### src/hdl/wrc_pkg.sv
// shared types and constants for the weighted reno window control block
// no dependencies

package wrc_pkg;

   localparam int WIN_W      = 32;
   localparam int MSS_W      = 16;
   localparam int WGT_W      = 8;
   localparam int ACK_W      = 16;
   localparam int NUM_W      = 2 * MSS_W + WGT_W;
   localparam int DIV_STEPS  = NUM_W;
   localparam int DIV_CNT_W  = $clog2(DIV_STEPS);
   localparam int CSR_ADDR_W = 3;

   localparam logic [WIN_W-1:0] WIN_MAX          = '1;
   localparam logic [WIN_W-1:0] WINDOW_RESET     = 32'd5360;
   localparam logic [WIN_W-1:0] THRESHOLD_RESET  = '1;
   localparam logic [MSS_W-1:0] MSS_RESET        = 16'd536;
   localparam logic [WGT_W-1:0] WEIGHT_RESET     = 8'd1;

   localparam logic [1:0] REQ_ACK  = 2'd0;
   localparam logic [1:0] REQ_LOSS = 2'd1;
   localparam logic [1:0] REQ_LOAD = 2'd2;

   localparam logic REG_SEGMENT_SIZE = 1'b0;
   localparam logic REG_FLOW_WEIGHT  = 1'b1;

   typedef struct packed {
      logic start;
   } div_ctl_type;

   typedef struct packed {
      logic busy;
      logic done;
   } div_sts_type;

endpackage

### src/hdl/weighted_reno_window_control.sv
// congestion window and slow-start threshold with weighted additive increase
// depends on wrc_pkg and wrc_div
//
//  channel  dir  handshake          payload
//  req      in   req_valid/ready    req_type, req_segments_acked, req_bytes_in_flight,
//                                   req_load_cwnd, req_load_ssthresh
//  rsp      out  rsp_valid/ready    rsp_cwnd_bytes, rsp_ssthresh_bytes
//  csr      in   psel/penable       paddr, pwdata, prdata, pready
//
// loss, load and unused codes: accept in idle, then finish
// ack without avoidance increase: idle, check, finish; with it also mul1, mul2,
// div and add, where the 40 step restoring divider runs (one quotient bit per cycle)
// one word in flight; req_ready only in idle, a waiting result word holds the next in finish
// synchronous active high reset, no clearing pass

module weighted_reno_window_control
   import wrc_pkg::*;
(
   input  logic                  clock,
   input  logic                  reset,
   input  logic                  req_valid,
   output logic                  req_ready,
   input  logic [1:0]            req_type,
   input  logic [ACK_W-1:0]      req_segments_acked,
   input  logic [WIN_W-1:0]      req_bytes_in_flight,
   input  logic [WIN_W-1:0]      req_load_cwnd,
   input  logic [WIN_W-1:0]      req_load_ssthresh,
   output logic                  rsp_valid,
   input  logic                  rsp_ready,
   output logic [WIN_W-1:0]      rsp_cwnd_bytes,
   output logic [WIN_W-1:0]      rsp_ssthresh_bytes,
   input  logic                  psel,
   input  logic                  penable,
   input  logic                  pwrite,
   input  logic [CSR_ADDR_W-1:0] paddr,
   input  logic [31:0]           pwdata,
   output logic [31:0]           prdata,
   output logic                  pready
);

   typedef enum logic [6:0] {
      ST_IDLE   = 7'b0000001,
      ST_CHECK  = 7'b0000010,
      ST_MUL1   = 7'b0000100,
      ST_MUL2   = 7'b0001000,
      ST_DIV    = 7'b0010000,
      ST_ADD    = 7'b0100000,
      ST_FINISH = 7'b1000000
   } state_type;

   state_type          state_ff, state_in;
   logic [MSS_W-1:0]   mss_ff;
   logic [WGT_W-1:0]   weight_ff;
   logic [WIN_W-1:0]   window_ff, window_in;
   logic [WIN_W-1:0]   thresh_ff, thresh_in;
   logic               acks_rem_ff, acks_rem_in;
   logic [WIN_W-1:0]   sq_ff, sq_in;
   logic               rsp_valid_ff, rsp_valid_in;
   logic [WIN_W-1:0]   rsp_cwnd_ff, rsp_cwnd_in;
   logic [WIN_W-1:0]   rsp_ssthresh_ff, rsp_ssthresh_in;

   div_ctl_type        div_ctl;
   div_sts_type        div_sts;
   logic [NUM_W-1:0]   dividend;
   logic [NUM_W-1:0]   quotient;

   logic               csr_wr;
   logic               csr_idx;
   logic               accept;
   logic [WIN_W:0]     ss_sum;
   logic [WIN_W:0]     ca_sum;
   logic [WIN_W-1:0]   inc;
   logic [WIN_W-1:0]   floor2;
   logic [WIN_W-1:0]   half;

   assign csr_wr  = psel && penable && pwrite;
   assign csr_idx = paddr[2];
   assign pready  = 1'b1;

   always_comb begin
      case (csr_idx)
         REG_SEGMENT_SIZE: prdata = {16'b0, mss_ff};
         REG_FLOW_WEIGHT:  prdata = {24'b0, weight_ff};
         default:          prdata = '0;
      endcase
   end

   always_ff @(posedge clock) begin
      if (reset) begin
         mss_ff    <= MSS_RESET;
         weight_ff <= WEIGHT_RESET;
      end else if (csr_wr) begin
         case (csr_idx)
            REG_SEGMENT_SIZE: mss_ff    <= pwdata[MSS_W-1:0];
            REG_FLOW_WEIGHT:  weight_ff <= pwdata[WGT_W-1:0];
            default: ;
         endcase
      end
   end

   assign req_ready = (state_ff == ST_IDLE);
   assign accept    = req_valid && req_ready;
   assign dividend  = NUM_W'(sq_ff) * NUM_W'(weight_ff);

   wrc_div u_div (
      .clock    (clock),
      .reset    (reset),
      .div_ctl  (div_ctl),
      .dividend (dividend),
      .divisor  (window_ff),
      .div_sts  (div_sts),
      .quotient (quotient)
   );

   always_comb begin
      ss_sum = {1'b0, window_ff} + {{(WIN_W+1-MSS_W){1'b0}}, mss_ff};
      inc    = (quotient == '0) ? WIN_W'(1) : quotient[WIN_W-1:0];
      ca_sum = {1'b0, window_ff} + {1'b0, inc};
      floor2 = {{(WIN_W-MSS_W-1){1'b0}}, mss_ff, 1'b0};
      half   = {1'b0, req_bytes_in_flight[WIN_W-1:1]};

      state_in        = state_ff;
      window_in       = window_ff;
      thresh_in       = thresh_ff;
      acks_rem_in     = acks_rem_ff;
      sq_in           = sq_ff;
      div_ctl.start   = 1'b0;
      rsp_valid_in    = rsp_valid_ff && !rsp_ready;
      rsp_cwnd_in     = rsp_cwnd_ff;
      rsp_ssthresh_in = rsp_ssthresh_ff;

      case (state_ff)
         ST_IDLE: begin
            if (accept) begin
               case (req_type)
                  REQ_ACK: begin
                     state_in = ST_CHECK;
                     if (window_ff < thresh_ff) begin
                        if (req_segments_acked != '0) begin
                           window_in   = ss_sum[WIN_W] ? WIN_MAX : ss_sum[WIN_W-1:0];
                           acks_rem_in = (req_segments_acked != ACK_W'(1));
                        end else begin
                           acks_rem_in = 1'b0;
                        end
                     end else begin
                        acks_rem_in = (req_segments_acked != '0);
                     end
                  end
                  REQ_LOSS: begin
                     state_in  = ST_FINISH;
                     thresh_in = (half > floor2) ? half : floor2;
                  end
                  REQ_LOAD: begin
                     state_in  = ST_FINISH;
                     window_in = req_load_cwnd;
                     thresh_in = req_load_ssthresh;
                  end
                  default: state_in = ST_FINISH;
               endcase
            end
         end
         ST_CHECK: begin
            if (window_ff >= thresh_ff && acks_rem_ff) begin
               if (window_ff == '0) begin
                  window_in = WIN_MAX;
                  state_in  = ST_FINISH;
               end else begin
                  state_in = ST_MUL1;
               end
            end else begin
               state_in = ST_FINISH;
            end
         end
         ST_MUL1: begin
            sq_in    = WIN_W'(mss_ff) * WIN_W'(mss_ff);
            state_in = ST_MUL2;
         end
         ST_MUL2: begin
            div_ctl.start = 1'b1;
            state_in      = ST_DIV;
         end
         ST_DIV: begin
            if (div_sts.done) begin
               state_in = ST_ADD;
            end
         end
         ST_ADD: begin
            if (quotient[NUM_W-1:WIN_W] != '0 || ca_sum[WIN_W]) begin
               window_in = WIN_MAX;
            end else begin
               window_in = ca_sum[WIN_W-1:0];
            end
            state_in = ST_FINISH;
         end
         ST_FINISH: begin
            if (!rsp_valid_ff || rsp_ready) begin
               rsp_valid_in    = 1'b1;
               rsp_cwnd_in     = window_ff;
               rsp_ssthresh_in = thresh_ff;
               state_in        = ST_IDLE;
            end
         end
         default: state_in = ST_IDLE;
      endcase
   end

   always_ff @(posedge clock) begin
      if (reset) begin
         state_ff     <= ST_IDLE;
         window_ff    <= WINDOW_RESET;
         thresh_ff    <= THRESHOLD_RESET;
         rsp_valid_ff <= 1'b0;
         acks_rem_ff  <= 1'b0;
      end else begin
         state_ff     <= state_in;
         window_ff    <= window_in;
         thresh_ff    <= thresh_in;
         rsp_valid_ff <= rsp_valid_in;
         acks_rem_ff  <= acks_rem_in;
      end
   end

   always_ff @(posedge clock) begin
      sq_ff           <= sq_in;
      rsp_cwnd_ff     <= rsp_cwnd_in;
      rsp_ssthresh_ff <= rsp_ssthresh_in;
   end

   assign rsp_valid          = rsp_valid_ff;
   assign rsp_cwnd_bytes     = rsp_cwnd_ff;
   assign rsp_ssthresh_bytes = rsp_ssthresh_ff;

   a_start_idle_div: assert property (@(posedge clock) disable iff (reset)
      div_ctl.start |-> !div_sts.busy)
      else $error("divider started while busy");

   a_div_state: assert property (@(posedge clock) disable iff (reset)
      state_ff == ST_DIV |-> div_sts.busy || div_sts.done)
      else $error("waiting on idle divider");

   a_nonzero_divisor: assert property (@(posedge clock) disable iff (reset)
      state_ff == ST_DIV || state_ff == ST_ADD |-> window_ff != '0)
      else $error("divide by zero window");

   a_finish_delivers: assert property (@(posedge clock) disable iff (reset)
      state_ff == ST_FINISH && (!rsp_valid_ff || rsp_ready)
      |=> rsp_valid_ff && state_ff == ST_IDLE)
      else $error("result word not loaded");

endmodule

### src/hdl/wrc_div.sv
// restoring divider, one quotient bit per cycle, shared subtract and compare
// depends on wrc_pkg

module wrc_div
   import wrc_pkg::*;
(
   input  logic              clock,
   input  logic              reset,
   input  div_ctl_type       div_ctl,
   input  logic [NUM_W-1:0]  dividend,
   input  logic [WIN_W-1:0]  divisor,
   output div_sts_type       div_sts,
   output logic [NUM_W-1:0]  quotient
);

   logic [WIN_W:0]     rem_ff, rem_in;
   logic [NUM_W-1:0]   quo_ff, quo_in;
   logic [DIV_CNT_W-1:0] cnt_ff, cnt_in;
   logic               busy_ff, busy_in;
   logic               done_ff, done_in;
   logic [WIN_W:0]     shifted;
   logic [WIN_W+1:0]   diff;
   logic               ge;

   always_comb begin
      shifted = {rem_ff[WIN_W-1:0], quo_ff[NUM_W-1]};
      diff    = {1'b0, shifted} - {2'b00, divisor};
      ge      = !diff[WIN_W+1];
      rem_in  = rem_ff;
      quo_in  = quo_ff;
      cnt_in  = cnt_ff;
      busy_in = busy_ff;
      done_in = 1'b0;
      if (div_ctl.start) begin
         rem_in  = '0;
         quo_in  = dividend;
         cnt_in  = '0;
         busy_in = 1'b1;
      end else if (busy_ff) begin
         rem_in = ge ? diff[WIN_W:0] : shifted;
         quo_in = {quo_ff[NUM_W-2:0], ge};
         cnt_in = cnt_ff + 1'b1;
         if (cnt_ff == DIV_CNT_W'(DIV_STEPS - 1)) begin
            busy_in = 1'b0;
            done_in = 1'b1;
         end
      end
   end

   always_ff @(posedge clock) begin
      if (reset) begin
         busy_ff <= 1'b0;
         done_ff <= 1'b0;
         cnt_ff  <= '0;
      end else begin
         busy_ff <= busy_in;
         done_ff <= done_in;
         cnt_ff  <= cnt_in;
      end
   end

   always_ff @(posedge clock) begin
      rem_ff <= rem_in;
      quo_ff <= quo_in;
   end

   assign div_sts.busy = busy_ff;
   assign div_sts.done = done_ff;
   assign quotient     = quo_ff;

   a_done_not_busy: assert property (@(posedge clock) disable iff (reset)
      done_ff |-> !busy_ff)
      else $error("divider done while busy");

   a_done_pulse: assert property (@(posedge clock) disable iff (reset)
      done_ff && !div_ctl.start |=> !done_ff)
      else $error("divider done held");

   a_cnt_range: assert property (@(posedge clock) disable iff (reset)
      busy_ff |-> cnt_ff < DIV_CNT_W'(DIV_STEPS))
      else $error("divider count out of range");

endmodule
### config.mk
export PLATFORM = sky130hd
export DESIGN_NAME = weighted_reno_window_control
export DESIGN_NICKNAME = d
export VERILOG_FILES = /design/src/hdl/wrc_pkg.sv /design/src/hdl/weighted_reno_window_control.sv /design/src/hdl/wrc_div.sv
export SDC_FILE = /design/constraint.sdc
export NUM_CORES = 2
export LEC_CHECK = 0
export BUFFER_PORTS_ARGS = -buffer_cell sky130_fd_sc_hd__buf_2
export CORE_UTILIZATION = 42
export DETAILED_ROUTE_END_ITERATION = 7
export GPL_TIMING_DRIVEN = 0
export PLACE_DENSITY = 0.68
export SYNTH_ARGS = -nofsm -noshare
export SYNTH_HDL_FRONTEND = slang
export SYNTH_HIERARCHICAL = 1
export SYNTH_SLANG_ARGS = --single-unit
### constraint.sdc
create_clock -name clock -period 10.5 [get_ports clock]
set_input_delay 1.575 -clock clock [delete_from_list [all_inputs] [get_ports clock]]
set_output_delay 1.575 -clock clock [all_outputs]
set_load 0.005 [all_outputs]
After elaboration in Yosys (flattened, before gate mapping)

Cells that the tools add are included.

Register bits after elaboration: 273
Bits of input ports: 156
Word-level logic and storage cells: 104

Add/sub/neg operators: 4
Multiply operators: 2
Magnitude comparators: 3
Eq/ne operators: 19
Multiplexer cells: 32
Bitwise operators: 2
Reductions and logical operators: 27

Operators by type and width:

| operator            | number |
|---|---|
| $mux 32             | 9 |
| $pmux 32 s2         | 3 |
| $pmux 32 s3         | 1 |
| $mux 40             | 2 |
| $pmux 7 s7          | 1 |
| $mux 7              | 6 |
| $logic_not 40->1    | 1 |
| $mul 32x8->40       | 1 |
| $sub 33x32->34      | 1 |
| $add 32x16->33      | 1 |
| $add 32x32->33      | 1 |
| $ge 32x32->1        | 1 |
| $logic_not 32->1    | 1 |
| $lt 32x32->1        | 1 |
| $mul 16x16->32      | 1 |
| $gt 31x17->1        | 1 |
| $mux 31             | 1 |
| $ne 16x1->1 const B | 1 |
| $reduce_bool 16->1  | 1 |
| $mux 1              | 9 |
| $reduce_and 3->1    | 3 |
| $reduce_bool 8->1   | 1 |
| $eq 7x1->1 const B  | 1 |
| $eq 7x2->1 const B  | 1 |
| other kinds (24)    | 39 |

Logic depth before layout (Yosys ltp)

Depth after elaboration: 7
Gate-level depth with buffers: 26

Modules after synthesis

The synthesis kept the hierarchy.

Modules (own cells, without submodules):

| module                       | instances | cells an instance | area an instance (um2) | sequential area each (um2) |
|---|---|---|---|---|
| weighted_reno_window_control | 1         | 3035              | 26581.7                | 4794.6 |
| wrc_div                      | 1         | 573               | 5272.6                 | 2001.9 |

Least setup slack after synthesis

OpenSTA, ideal clock, no wires.

Kind: register to register
Start: register mss_ff[5]
End: register sq_ff[27] (data pin)
Library setup time: 0.258 ns
Data arrival time: 5.912 ns
Data required time: 10.242 ns
Path slack: 4.330 ns
Cell stages (with the launch flop): 25
Buffers on the path: 3
Period minus slack after synthesis: 6.170 ns
Cell sequence: dfxtp_1 -> clkbuf_1 -> clkbuf_1 -> nand2_1 -> fa_1 -> inv_1 -> fa_1 -> inv_1 -> fa_1 -> inv_1 -> fa_1 -> fa_1 -> inv_1 -> fa_1 -> inv_1 -> ha_1 -> clkbuf_1 -> nand4_1 -> nor3_1 -> o31a_1 -> o31ai_1 -> o311ai_0 -> a21o_1 -> a21oi_1 -> xnor2_1

Longest elaborated chain between the ends: 1

Ends and longest elaborated chain:

| item                   | line                                | source |
|---|---|---|
| from (decl)            | weighted_reno_window_control.sv:52  | `logic [MSS_W-1:0] mss_ff;` |
| from (signal assigned) | weighted_reno_window_control.sv:94  | `REG_SEGMENT_SIZE: mss_ff <= pwdata[MSS_W-1:0];` |
| $mul 16x16->32         | weighted_reno_window_control.sv:175 | `sq_in = WIN_W'(mss_ff) * WIN_W'(mss_ff);` |
| to (signal assigned)   | weighted_reno_window_control.sv:224 | `sq_ff <= sq_in;` |
| to (decl)              | weighted_reno_window_control.sv:57  | `logic [WIN_W-1:0] sq_ff, sq_in;` |

Every way passes these cells.
A chain may end at the register's enable or synchronous reset.

Worst setup path in the final report

Start: register mss_ff[3]
End: register sq_ff[27] (data pin)

The elaborated chain is that of the path after synthesis.

==> results_dict.tcl <==
set metrics [dict create \
    critPathRequiredTime_ps 10830 \
    drt_first_pass_iters 6 \
    crit_type "reg2reg" \
    clock-skew-final_ps 30.22 \
    setup_tns_ps 0 \
    cp-startpoint "mss_ff[3]$_SDFFE_PP1P_" \
    setup_viol 0 \
    drv_cap 0 \
    antenna_found_initial 2 \
    finalCriticalPeriod_ps 7863 \
    syn_to_final_growth_pct 11.03 \
    met3_usage 0.03142 \
    p_leak_uw 0.01669 \
    dieWidth_um 277.4 \
    fin_crit_sh 0.7489 \
    max-vdd-ir-drop_mv 0.1383 \
    grt_max_degree 41 \
    core_area_sq_um 74700 \
    crit_arrival_ps 8200 \
    path_clk_slew_ps 70 \
    multiInputGateArea_sq_um 22270 \
    fmaxAchievable_ghz 0.1272 \
    start_util 0.4263 \
    detail_route.vias_per_cell 5.574 \
    numPortBuffers 217 \
    grt_pass1_vias 26800 \
    gp_congestion 0.9621 \
    grt_pass1_wl_um 154400 \
    numCtsBuffers 31 \
    met2_usage 0.4169 \
    busiest_layer "met2" \
    netlist_instances 3607 \
    wl_per_cell_um 20.41 \
    total_power_uw 4196 \
    drt_iter0_markers 2469 \
    final-max-slew-violation-count 0 \
    ant_nets 0 \
    synth_area_sq_um 31850 \
    rsz0062_at_grt "false" \
    pin_count 255 \
    worstMarginPinSlew_ps 1114 \
    hold_path_class "reg2reg" \
    holdBufCountCts 0 \
    clk_root_buffer_cell "clkbuf_16" \
    postCtsResizedCells 0 \
    die_area_sq_um 76930 \
    yosys_warnings 6 \
    route.detailed.drc 0 \
    place_area_sq_um 34240 \
    clock_latency_ps 620 \
    max-slew-margin-rel 0.2470 \
    final_cells 4870 \
    wirelength_um 99380 \
    hold_start "thresh_ff[28]$_SDFFE_PP1P_" \
    seqCellArea_sq_um 6797 \
    grt_util_met1 0.3601 \
    rows 100 \
    status "finished, final reports clean" \
    hold_viol 0 \
    placedCellCount 4811 \
    cts_buffer_depth 3 \
    vias 27150 \
    start_kind "register" \
    power_density_nw_per_um2 118.7 \
    dieHeight_um 277.4 \
    tritoncts "done" \
    fin_area_sq_um 35360 \
    cp-end-kind "register" \
    grt_overflow 0 \
    grt_use_total 0.2575 \
    clock-sinks 272 \
    post-dp-hpwl_um 79620 \
    worstReg2RegStart "mss_ff[3]$_SDFFE_PP1P_" \
    cts.htree.levels 1 \
    fillers 7178 \
    cp_max_fo 11 \
    drive_above_1_share 0.1003 \
    post-cts-setup-buffers 0 \
    final_nets 4665 \
    avgSynthCellArea_sq_um 8.829 \
    hold_ws_ps 468.6 \
]
## cell type report
class	instances	area share
Multi-Input combinational cell	2623	0.6297
Buffer	181	0.02258
Inverter	548	0.05817
Sequential cell	272	0.1922
Clock buffer	38	0.02325
Tap cell	969	0.03429
Timing Repair Buffer	218	0.03128
Clock inverter	20	0.008422
Antenna cell	1	0.00007077
## metal layers
| metal | vias up | part of all wire | wire (um) |
|---|---|---|---|
| li1 | 12610 | - | - |
| met1 | 13270 | 0.44 | 43620 |
| met2 | 1087 | 0.45 | 44900 |
| met3 | 189 | 0.077 | 7686 |
| met4 | 0 | 0.032 | 3167 |
| met5 | - | 0 | 0 |
## path summary, 6_finish.rpt
check	to	slack, ps	cells after the start
setup / recovery	sq_ff[27]$_DFFE_PP_	2640	22
setup reg to reg	sq_ff[27]$_DFFE_PP_	2640	22
hold reg to reg	rsp_ssthresh_bytes[28]$_DFFE_PP_	470	0
hold / removal	rsp_ssthresh_bytes[28]$_DFFE_PP_	470	0
## stage by stage
step | setup WS [ps] | utilization
after CTS | 2707 | 0.4734
after detailed placement | 2721 | 0.4584
after global placement | 2733 | 0.4580
final | 2637 | 0.4734
after floorplan | 4330 | -
after global routing | 2286 | 0.4734
## sequential cells by signal, indices dropped and copies added, names as in the netlist
| signal | flops |
|---|---|
| rsp_valid | 1 |
| state_ff | 7 |
| weight_ff | 8 |
| acks_rem_ff | 1 |
| mss_ff | 16 |
| sq_ff | 31 |
| u_div/quotient | 40 |
| thresh_ff | 32 |
| u_div/rem_ff | 32 |
| rsp_ssthresh_bytes | 32 |
| u_div/done_ff | 1 |
| u_div/busy_ff | 1 |
| rsp_cwnd_bytes | 32 |
| u_div/cnt_ff | 6 |
| window_ff | 32 |
## placed cells by master, fill, tap and decap left out, types with 137 or more instances in the layout
cell type and count:
a21oi_1 187, and2_1 155, buf_2 225, clkbuf_1 143, dfxtp_1 137, fa_1 340, ha_1 294, inv_1 540
nand2_1 418, nor2_1 229
## worst max-delay path, cell delays in order, from the launching register on
cell      delay [ps]
dfxtp_1          420
clkbuf_1         590
clkinv_1         760
nor2_1           410
ha_1             310
xor2_1           200
fa_1             540
inv_1             50
fa_1             490
fa_1             510
fa_1             490
inv_1             50
fa_1             470
inv_1             40
ha_1             380
nand4_1          160
o21ai_0          100
o31a_1           330
o31ai_1          530
o311ai_0         280
a21o_1           220
a21oi_1          160
xnor2_1          120
## report_power, final
| group | internal [uW] | switching (uW) | leakage, uW |
|---|---|---|---|
| combinational | 634 | 951 | 0.0138 |
| clock | 711 | 489 | 0.000534 |
| sequential | 1240 | 170 | 0.00234 |
(Power assumes the default switching activity.)
